File: src/rtl/qap_pkg.sv
package qap_pkg;

  localparam int MaxSize    = 32;
  localparam int IdxBits    = 5;
  localparam int EntryBits  = 16;
  localparam int CostBits   = 42;
  localparam int SumBits    = 43;
  localparam int RngBits    = 48;
  localparam int AddrBits   = 2 * IdxBits;

  localparam logic [15:0] SeedLow = 16'h330e;
  localparam logic [RngBits-1:0] LcgMul = 48'h0005_deec_e66d;
  localparam logic [RngBits-1:0] LcgAdd = 48'h0000_0000_000b;
  localparam logic [SumBits-1:0] SumCap = {SumBits{1'b1}};

  typedef enum logic [2:0] {
    OP_LOAD_FLOW = 3'd0,
    OP_LOAD_DIST = 3'd1,
    OP_LOAD_ASSIGN = 3'd2,
    OP_EVALUATE = 3'd3,
    OP_EXCHANGE = 3'd4
  } opcode_t;

  localparam logic [1:0] RegSize   = 2'd0;
  localparam logic [1:0] RegTarget = 2'd1;
  localparam logic [1:0] RegSeed   = 2'd2;

  typedef struct packed {
    logic [2:0]           opcode;
    logic [IdxBits-1:0]   row_index;
    logic [IdxBits-1:0]   col_index;
    logic [15:0]          entry_value;
    logic [CostBits-1:0]  start_cost;
  } cmd_t;

  typedef struct packed {
    logic [CostBits-1:0]  result_cost;
    logic                 swap_made;
    logic [IdxBits-1:0]   first_facility;
    logic [IdxBits-1:0]   second_facility;
    logic                 target_reached;
  } result_t;

  typedef enum logic [3:0] {
    ST_IDLE,
    ST_CLEAR,
    ST_EVAL,
    ST_EVAL_END,
    ST_SWAP_A,
    ST_SWAP_B,
    ST_COST,
    ST_DECIDE,
    ST_RNG,
    ST_UNSWAP_A,
    ST_UNSWAP_B,
    ST_NEXT,
    ST_APPLY_A,
    ST_APPLY_B,
    ST_DONE
  } state_t;

  typedef struct packed {
    logic                start;
    logic [IdxBits-1:0]  size_m1;
  } cost_ctl_t;

endpackage

File: src/rtl/qap_cost_unit.sv
module qap_cost_unit (
  input  logic                            clk,
  input  logic                            rst,
  input  qap_pkg::cost_ctl_t              ctl,
  output logic [qap_pkg::AddrBits-1:0]    flow_addr,
  output logic [qap_pkg::IdxBits-1:0]     asg_addr_i,
  output logic [qap_pkg::IdxBits-1:0]     asg_addr_j,
  input  logic [qap_pkg::IdxBits-1:0]     loc_i,
  input  logic [qap_pkg::IdxBits-1:0]     loc_j,
  output logic [qap_pkg::AddrBits-1:0]    dist_addr,
  input  logic [qap_pkg::EntryBits-1:0]   flow_rd,
  input  logic [qap_pkg::EntryBits-1:0]   dist_rd,
  output logic                            done,
  output logic [qap_pkg::CostBits-1:0]    cost
);
  import qap_pkg::*;

  // Stage 0: walk (i,j). Stage 1: read assignment. Stage 2: read matrices.
  // Stage 3: multiply. Stage 4: saturating accumulate.
  logic                 run;
  logic [IdxBits-1:0]   ci, cj;
  logic [AddrBits-1:0]  flow_addr_q;
  logic                 v1, v2, v3, last1, last2, last3;
  logic [2*EntryBits-1:0] prod;
  logic [SumBits-1:0]   acc;
  logic [SumBits-1:0]   room;
  logic                 fin;

  assign asg_addr_i = ci;
  assign asg_addr_j = cj;
  assign flow_addr  = flow_addr_q;
  assign dist_addr  = {loc_i, loc_j};
  assign room       = SumCap - acc;
  assign cost       = acc[SumBits-1:1];
  assign done       = fin;

  always_ff @(posedge clk) begin
    if (rst) begin
      run <= 1'b0;
      v1 <= 1'b0;
      v2 <= 1'b0;
      v3 <= 1'b0;
      fin <= 1'b0;
      ci <= '0;
      cj <= '0;
    end else begin
      fin <= v3 && last3;
      v1 <= run;
      last1 <= run && ci == ctl.size_m1 && cj == ctl.size_m1;
      v2 <= v1;
      last2 <= last1;
      v3 <= v2;
      last3 <= last2;
      if (ctl.start) begin
        run <= 1'b1;
        ci <= '0;
        cj <= '0;
      end else if (run) begin
        if (cj == ctl.size_m1) begin
          cj <= '0;
          if (ci == ctl.size_m1) begin
            run <= 1'b0;
          end else begin
            ci <= ci + 1'b1;
          end
        end else begin
          cj <= cj + 1'b1;
        end
      end
    end
  end

  always_ff @(posedge clk) begin
    flow_addr_q <= {ci, cj};
    prod <= flow_rd * dist_rd;
    if (ctl.start) begin
      acc <= '0;
    end else if (v3) begin
      if (SumBits'(prod) >= room) begin
        acc <= SumCap;
      end else begin
        acc <= acc + SumBits'(prod);
      end
    end
  end

endmodule

File: config.mk
export PLATFORM = sky130hd
export DESIGN_NAME = qap_cost_unit
export DESIGN_NICKNAME = d
export VERILOG_FILES = /design/src/rtl/qap_pkg.sv /design/src/rtl/qap_cost_unit.sv
export SDC_FILE = /design/constraint.sdc
export NUM_CORES = 1
export LEC_CHECK = 0
export BUFFER_PORTS_ARGS = -buffer_cell sky130_fd_sc_hd__buf_2
export CAP_MARGIN = 0
export CORE_UTILIZATION = 30
export CTS_BUF_LIST = sky130_fd_sc_hd__clkbuf_4 sky130_fd_sc_hd__clkbuf_8
export CTS_CLUSTER_SIZE = 24
export DETAILED_ROUTE_END_ITERATION = 16
export GPL_TIMING_DRIVEN = 0
export SLEW_MARGIN = 0
export SYNTH_ARGS = -nofsm -noshare
export SYNTH_HDL_FRONTEND = slang
export SYNTH_SLANG_ARGS = --single-unit
File: constraint.sdc
create_clock -name clk -period 9.02 [get_ports clk]
set_clock_uncertainty 0.1 [all_clocks]
set_input_delay 1.353 -clock clk [delete_from_list [all_inputs] [get_ports clk]]
set_output_delay 1.353 -clock clk [all_outputs]
set_load 0.05 [all_outputs]
==> After elaboration in Yosys (flattened, before gate mapping) <==
Index checks and enable logic that the tools add are counted.
Widths: inputs -> output; s select.
{ "word_totals": {"ff_bits": 103, "input_bits": 50, "wordCells": 33, "output_inout_bits": 73} }
{ "classes": {"n_bitwise": 1, "order_cmp": 1, "multipliers": 1, "n_reduce_logical": 5, "muxes": 6, "eq_ne": 2, "addsub": 4} }
{ "ops": {"columns": ["op", "n"], "rows": [
  ["$add 43x32->43", 1],
  ["$ge 32x43->1", 1],
  ["$mux 43", 1],
  ["$sub 43x43->43 const A", 1],
  ["$mul 16x16->32", 1],
  ["$add 5x1->5 const B", 2],
  ["$eq 5x5->1", 2],
  ["$mux 5", 1],
  ["$mux 1", 4],
  ["$logic_and 1x1->1", 3],
  ["$reduce_and 3->1", 1],
  ["$reduce_or 2->1", 1],
  ["$not 1->1", 1]
]} }

==> Logic depth before layout (Yosys ltp) <==
Gate-level depths: netlist of the first run.
{ "depth": {"depth_word": 5, "mapped_depth": 23, "mapped_depth_nobuf": 22} }

==> Worst setup path before layout of the first run <==
OpenSTA, ideal clock, no wires.
{ "synth_timing": {"path_kind": "input to register", "startpoint": "input port dist_rd[9] (netlist bit)", "endpoint": "register prod[30]", "stages": 22, "setup_ns": 0.072, "slack_ns": 1.936, "n_path_buf": 1, "required_ns": 8.848, "t_arrival_ns": 6.912, "cell_sequence": "clkbuf_1 nand2_1 fa_1 inv_1 fa_1 inv_1 fa_1 inv_1 fa_1 fa_1 inv_1 fa_1 inv_1 ha_1 and3_1 a221o_1 a21oi_2 a211oi_2 o41ai_2 o2111ai_1 a21oi_1 xnor2_1"} }
{ "synth_via": {"elab_chain_cells": 1} }
{ "synth_lines": {"columns": ["element", "line", "rtl"], "rows": [
  ["start: declaration", "qap_cost_unit.sv:12", "input logic [qap_pkg::EntryBits-1:0] dist_rd,"],
  ["$mul 16x16->32", "qap_cost_unit.sv:75", "prod <= flow_rd * dist_rd;"],
  ["end signal: assignment", "qap_cost_unit.sv:75", null],
  ["end: declaration", "qap_cost_unit.sv:24", "logic [2*EntryBits-1:0] prod;"]
]} }
No other way between the ends.
A chain may end at the register's enable or synchronous reset.

==> Worst setup path in the final report of the first run <==
{ "layout_timing": {"startpoint": "input port flow_rd[6] (netlist bit)", "endpoint": "register prod[30]"} }
{ "layout_via": {"elab_chain_cells": 1} }
{ "layout_lines": {"columns": ["element", "line", "rtl"], "rows": [
  ["start: declaration", "qap_cost_unit.sv:11", "input logic [qap_pkg::EntryBits-1:0] flow_rd,"],
  ["$mul 16x16->32", "qap_cost_unit.sv:75", null]
]} }
No other way between the ends.

==> impl_metrics.py, run 1 <==
metrics = {
    "outcome": {
        "status": "finished clean",
    },
    "placement": {
        "io_buffers": 111,
        "place_ws_ns": 1.050,
        "place_area_um2": 15490,
        "gp_congestion": 0.9026,
        "dp_hpwl_mm": 31.50,
    },
    "yosys": {
        "synth-main-ff-cell": "dfxtp_1",
        "ys.warnings.count": 0,
        "synth-seq-cells": 103,
        "synthTopCellsByArea": "fa_1 28%, dfxtp_1 14%, ha_1 12%, inv_1 6.7%, and2_1 5.6%",
        "synthMuxAreaShare_pct": 0.2119,
        "synth_nets": 2000,
        "synth_top_area_share_pct": 27.55,
        "synth-simple-area-share_pct": 17.45,
        "synth_edf_count": 3,
        "synth_cell_types": 74,
        "netlist_area_um2": 14170,
        "synthCells": 1616,
        "synthArstFlopShare_pct": 0,
        "synthXorXnorAreaFrac_pct": 4.574,
        "yosysSeqAreaShare_pct": 14.76,
        "yosysTopAreaCell": "fa_1",
        "syn_area_per_cell_um2": 8.769,
        "synth_adder_area_share_pct": 39.82,
        "synth_top_family_by_area": "adder cells",
        "synth-compound-area-share_pct": 12.00,
    },
    "power": {
        "pwr_density_cell_nw_per_um2": 323.7,
        "p_leak_nw": 7.609,
        "ir_drop_uv": 238.6,
    },
    "floorplanning": {
        "num_io_pins": 123,
        "fp.coreArea_um2": 46560,
        "die_h_um": 219.3,
        "die_area_um2": 48110,
        "die_w_um": 219.3,
        "initial_core_util_pct": 30.44,
        "rows": 79,
    },
    "drt": {
        "wl_mm": 37.64,
        "drtIter0Drc": 782,
        "ant_nets": 0,
        "drc_errors": 0,
        "vias_per_cell": 4.743,
        "vias": 11150,
        "dr.pass1.iters": 5,
        "wl_per_cell_um": 16.02,
    },
    "global_routing": {
        "grt-ovfl-total": 0,
        "grt.total_usage_pct": 15.82,
        "grt_max_degree": 19,
        "grt_antenna_before_repair": 0,
        "grt_pass1_wl_mm": 59.97,
        "grt_pass1_vias": 11320,
    },
    "sta": {
        "period_minus_slack_ns": 7.633,
        "rsz0062_at_grt": "no",
        "relSlewSlack_pct": 49.49,
        "fmax_mhz": 131.0,
        "worst_slack_ns": 1.387,
        "setup_viol": 0,
        "tightest_slew_ns": 0.7577,
        "setup-tns-final_ns": 0,
        "hold_viol": 0,
        "fin_crit_sh_pct": 84.62,
        "slew_viol_final": 0,
    },
    "cts": {
        "cts-root-buf": "clkbuf_8",
        "htreeDepth": 3,
        "path_clk_slew_ns": 0.11,
        "post_cts_buffers": 0,
        "cts_inserted_buffers": 9,
        "clock_path_buffers": 2,
        "cts.sinks": 103,
        "clk_latency_ns": 0.39,
        "cts_resized": 0,
        "hold_buffers": 0,
        "cts_tree": "yes",
    },
    "worst_setup_path": {
        "critPathKind": "input port to flop",
        "crit_fanout": 10,
        "cp-end-kind": "flop",
        "critPathRequiredTime_ns": 9.25,
        "crit_arrival_ns": 7.86,
        "startpoint_type": "input port",
    },
    "finish": {
        "area_growth_pct": 10.90,
        "final_area_um2": 15720,
        "layout_commonest_cell": "inv_1",
        "fin_nets": 2122,
        "fillers": 4840,
        "antennaDiodeCount": 0,
        "layout_common_cells": "252 x inv_1, 195 x fa_1, 179 x nand2_1",
        "drive_gt1_share_pct": 12.85,
    },
    "flow_run": {
        "maxCapViolCount": 0,
    },
    "min_path": {
        "hp-class": "flop to flop",
    },
}
-- stage by stage --
| stage | hold WS, ns | power (mW) | utilization (%) | std cells |
|---|---|---|---|---|
| floorplan | 0.3003 | 3.917 | - | 1616 |
| global placement | 0.2989 | 4.707 | 33.26 | 2334 |
| detailed placement | 0.3014 | 4.746 | 33.26 | 2334 |
| CTS | 0.3166 | 5.122 | 33.76 | 2350 |
| global route | 0.3328 | 5.717 | 33.76 | 2350 |
| finish | 0.3181 | 5.087 | 33.76 | 2350 |
-- where the power goes --
group	total (mW)	internal, mW	switching [mW]
clock	0.334	0.160	0.174
sequential	0.628	0.595	0.0336
combinational	4.12	1.74	2.39
total	5.09	2.49	2.60
-- layer usage --
layer,GRT usage (%),up-vias,routed length [um]
met5,0,-,0
met4,4.722,0,834
met3,2.315,49,1866
met2,26.17,299,17170
met1,21.20,5391,17770
li1,-,5406,-
-- registers in the layout (all words and copies together), names as in the netlist, 5 cells and up --
signal	flops
acc	43
asg_addr_i	5
prod	32
flow_addr	10
asg_addr_j	5
-- worst max-delay path, stage by stage --
cell and delay (ns):
buf_2 0.16, clkbuf_1 0.59, nand2_1 0.17, fa_1 0.53, inv_1 0.05, fa_1 0.50
inv_1 0.05, fa_1 0.47, inv_1 0.05, fa_1 0.50, fa_1 0.54, inv_1 0.05
fa_1 0.52, inv_1 0.04, ha_1 0.35, and3_1 0.17, a221o_1 0.33, a21oi_2 0.27
a211oi_2 0.15, o41ai_2 0.45, o2111ai_1 0.20, a21oi_1 0.21, xnor2_1 0.13
-- worst paths after layout --
check                       to  slack [ns]           from  cells past startpoint
setup / recovery      prod[30]        1.39     flow_rd[6]                     23
hold / removal    flow_addr[4]        0.32  asg_addr_j[4]                      0
hold reg to reg   flow_addr[4]        0.32  asg_addr_j[4]                      0
setup reg to reg       acc[13]        5.89        acc[22]                     10
-- layout make-up --
| type | count | area (um^2) | area share [%] |
|---|---|---|---|
| well taps | 607 | 759.5 | 4.833 |
| flip-flops and latches | 103 | 2092 | 13.31 |
| inverters | 253 | 949.7 | 6.043 |
| multi-input cells | 1149 | 10490 | 66.78 |
| clock inverters | 7 | 105.1 | 0.6688 |
| clock buffers | 9 | 123.9 | 0.7882 |
| repair buffers | 111 | 555.5 | 3.535 |
| plain buffers | 111 | 635.6 | 4.045 |
-- cells in the mapped netlist (26+ instances only) --
| cell type | instances |
|---|---|
| nand2_1 | 179 |
| inv_1 | 252 |
| xor2_1 | 32 |
| nor2_1 | 81 |
| a21oi_1 | 61 |
| ha_1 | 139 |
| and2_1 | 127 |
| a21o_1 | 26 |
| fa_1 | 195 |
| dfxtp_1 | 100 |
| clkbuf_1 | 45 |
| o21ai_0 | 34 |
| buf_4 | 52 |
| xnor2_1 | 42 |
-- cell families after synthesis --
kind of cell             after synthesis
AO/OA/AOI/OAI                        240
XOR/XNOR                              74
adder cells (fa/ha/maj)              334
buffers and inverters                364
flip-flops                           103
multiplexers                           3
AND/OR/NAND/NOR                      498
No activity file was read; power rests on OpenSTA's default activity.
==> run 2, diff against run 1 <==
Clock period 9.02 ns to 7.5 ns, I/O delays scaled along.
==> impl_metrics.py, run 2 (synthesized netlist as in run 1, its figures left out) <==
metrics = {
    "finish": {
        "fin_cells": 2343,
        "largest_register_ffs": 43,
        "final_area_um2": 15700,
        "antennaDiodeCount": 0,
        "final_util_pct": 33.71,
        "layout_commonest_cell": "inv_1",
        "top_register": "acc",
        "drive_gt1_share_pct": 13.19,
        "area_growth_pct": 10.75,
        "fin_nets": 2115,
        "fillers": 4838,
        "layout_common_cells": "252 x inv_1, 195 x fa_1, 179 x nand2_1",
    },
    "global_routing": {
        "grt_pass1_vias": 11320,
        "grt-ovfl-total": 0,
        "grt.total_usage_pct": 15.82,
        "grt_antenna_before_repair": 0,
        "grt_max_degree": 19,
        "grt_pass1_wl_mm": 59.97,
    },
    "floorplanning": {
        "rows": 79,
        "die_w_um": 219.3,
        "initial_core_util_pct": 30.44,
        "num_io_pins": 123,
        "die_area_um2": 48110,
        "die_h_um": 219.3,
        "fp.coreArea_um2": 46560,
    },
    "cts": {
        "clk_latency_ns": 0.39,
        "clock_path_buffers": 2,
        "cts_tree": "yes",
        "cts-root-buf": "clkbuf_8",
        "cts.sinks": 103,
        "htreeDepth": 3,
        "cts_inserted_buffers": 9,
        "post_cts_buffers": 0,
        "path_clk_slew_ns": 0.11,
    },
    "worst_setup_path": {
        "startpoint_type": "input port",
        "critical_path_cell_count": 21,
        "cp-end-kind": "flop",
        "crit_buf_inv": 5,
        "crit_fanout": 10,
        "crit_arrival_ns": 7.48,
        "crit_slowest_cell": "clkbuf_1",
        "crit_top_cell": "fa_1",
        "path_cells": "buf_2 -> clkbuf_1 -> nand2_1 -> fa_1 -> fa_1 -> fa_1 -> inv_1 -> fa_1 -> fa_1 -> inv_1 -> fa_1 -> inv_1 -> ha_1 -> and3_1 -> a221o_1 -> a21oi_2 -> a211oi_2 -> o41ai_2 -> o2111ai_1 -> a21oi_1 -> xnor2_1",
        "critPathTopFamily": "adder cells",
        "worst_r2r_path_depth": 9,
        "critPathRequiredTime_ns": 7.73,
        "critPathKind": "input port to flop",
        "slowest_delay_ns": 0.54,
    },
    "sta": {
        "slew_viol_final": 0,
        "hold_viol": 0,
        "tightest_slew_ns": 0.6658,
        "fmax_mhz": 137.9,
        "rsz0062_at_grt": "no",
        "worst_slack_ns": 0.2472,
        "period_minus_slack_ns": 7.253,
        "fin_crit_sh_pct": 96.70,
        "setup_viol": 0,
        "relSlewSlack_pct": 55.61,
    },
    "flow_run": {
        "maxCapViolCount": 0,
    },
    "placement": {
        "dp_hpwl_mm": 31.50,
        "gp_congestion": 0.9026,
        "place_area_um2": 15490,
        "io_buffers": 111,
        "place_ws_ns": -0.2421,
        "dp_cells": 2334,
    },
    "drt": {
        "wl_per_cell_um": 15.95,
        "vias_per_cell": 4.741,
        "ant_nets": 0,
        "vias": 11110,
        "wl_mm": 37.37,
        "drc_errors": 0,
        "dr.pass1.iters": 5,
        "drtIter0Drc": 778,
    },
    "power": {
        "p_int_mw": 2.995,
        "seq_power_share_pct": 12.4,
        "p_total_mw": 6.117,
        "comb_power_share_pct": 81.1,
        "p_leak_nw": 7.615,
        "pwr_density_cell_nw_per_um2": 389.7,
        "clkPwrFrac_pct": 6.6,
        "p_sw_mw": 3.122,
        "ir_drop_uv": 287.0,
        "switching_share_pct": 51.03,
    },
    "min_path": {
        "hold_depth": 0,
        "hp-class": "flop to flop",
    },
    "outcome": {
        "status": "finished clean",
    },
}
## run 2: metal layers
metal	wire (um)	global-route usage (%)	vias up
met5	0	0	-
met2	16960	26.17	312
met4	826	4.722	0
met1	17580	21.20	5361
li1	-	-	5386
met3	1997	2.315	50
## run 2: per-stage QoR
step           setup TNS (ns)  hold slack [ns]
2_1_floorplan               0           0.3003
3_3_place_gp          -0.3910           0.2989
3_5_place_dp          -0.5892           0.3014
4_1_cts                     0           0.3166
5_1_grt                     0           0.3328
6_report                    0           0.3181
## run 2: final cells by class
cell class / instances / area, um^2 / share of cell area, %
Clock buffer: 9 / 123.9 / 0.7892
Multi-Input combinational cell: 1149 / 10490 / 66.86
Buffer: 104 / 615.6 / 3.922
Tap cell: 607 / 759.5 / 4.839
Inverter: 253 / 949.7 / 6.051
Sequential cell: 103 / 2092 / 13.33
Timing Repair Buffer: 111 / 555.5 / 3.540
Clock inverter: 7 / 105.1 / 0.6696
## run 2: what timing repair did
action	CTS	global route
gates resized for setup	0	10
setup endpoints to repair	0	3
hold buffers	0	0
## run 2: power groups by stage
stage	clock network, mW	logic, mW	registers (mW)
global placement	0	4.89	0.770
detailed placement	0	4.94	0.771
finish	0.403	4.96	0.756
floorplan	0	3.96	0.752
global route	0.439	5.67	0.766
CTS	0.414	4.99	0.758
## run 2: worst paths after layout
check	startpoint	end	slack, ns
setup / recovery	flow_rd[13]	prod[30]	0.25
hold / removal	asg_addr_j[4]	flow_addr[4]	0.32
setup reg to reg	acc[29]	acc[13]	4.35
hold reg to reg	asg_addr_j[4]	flow_addr[4]	0.32
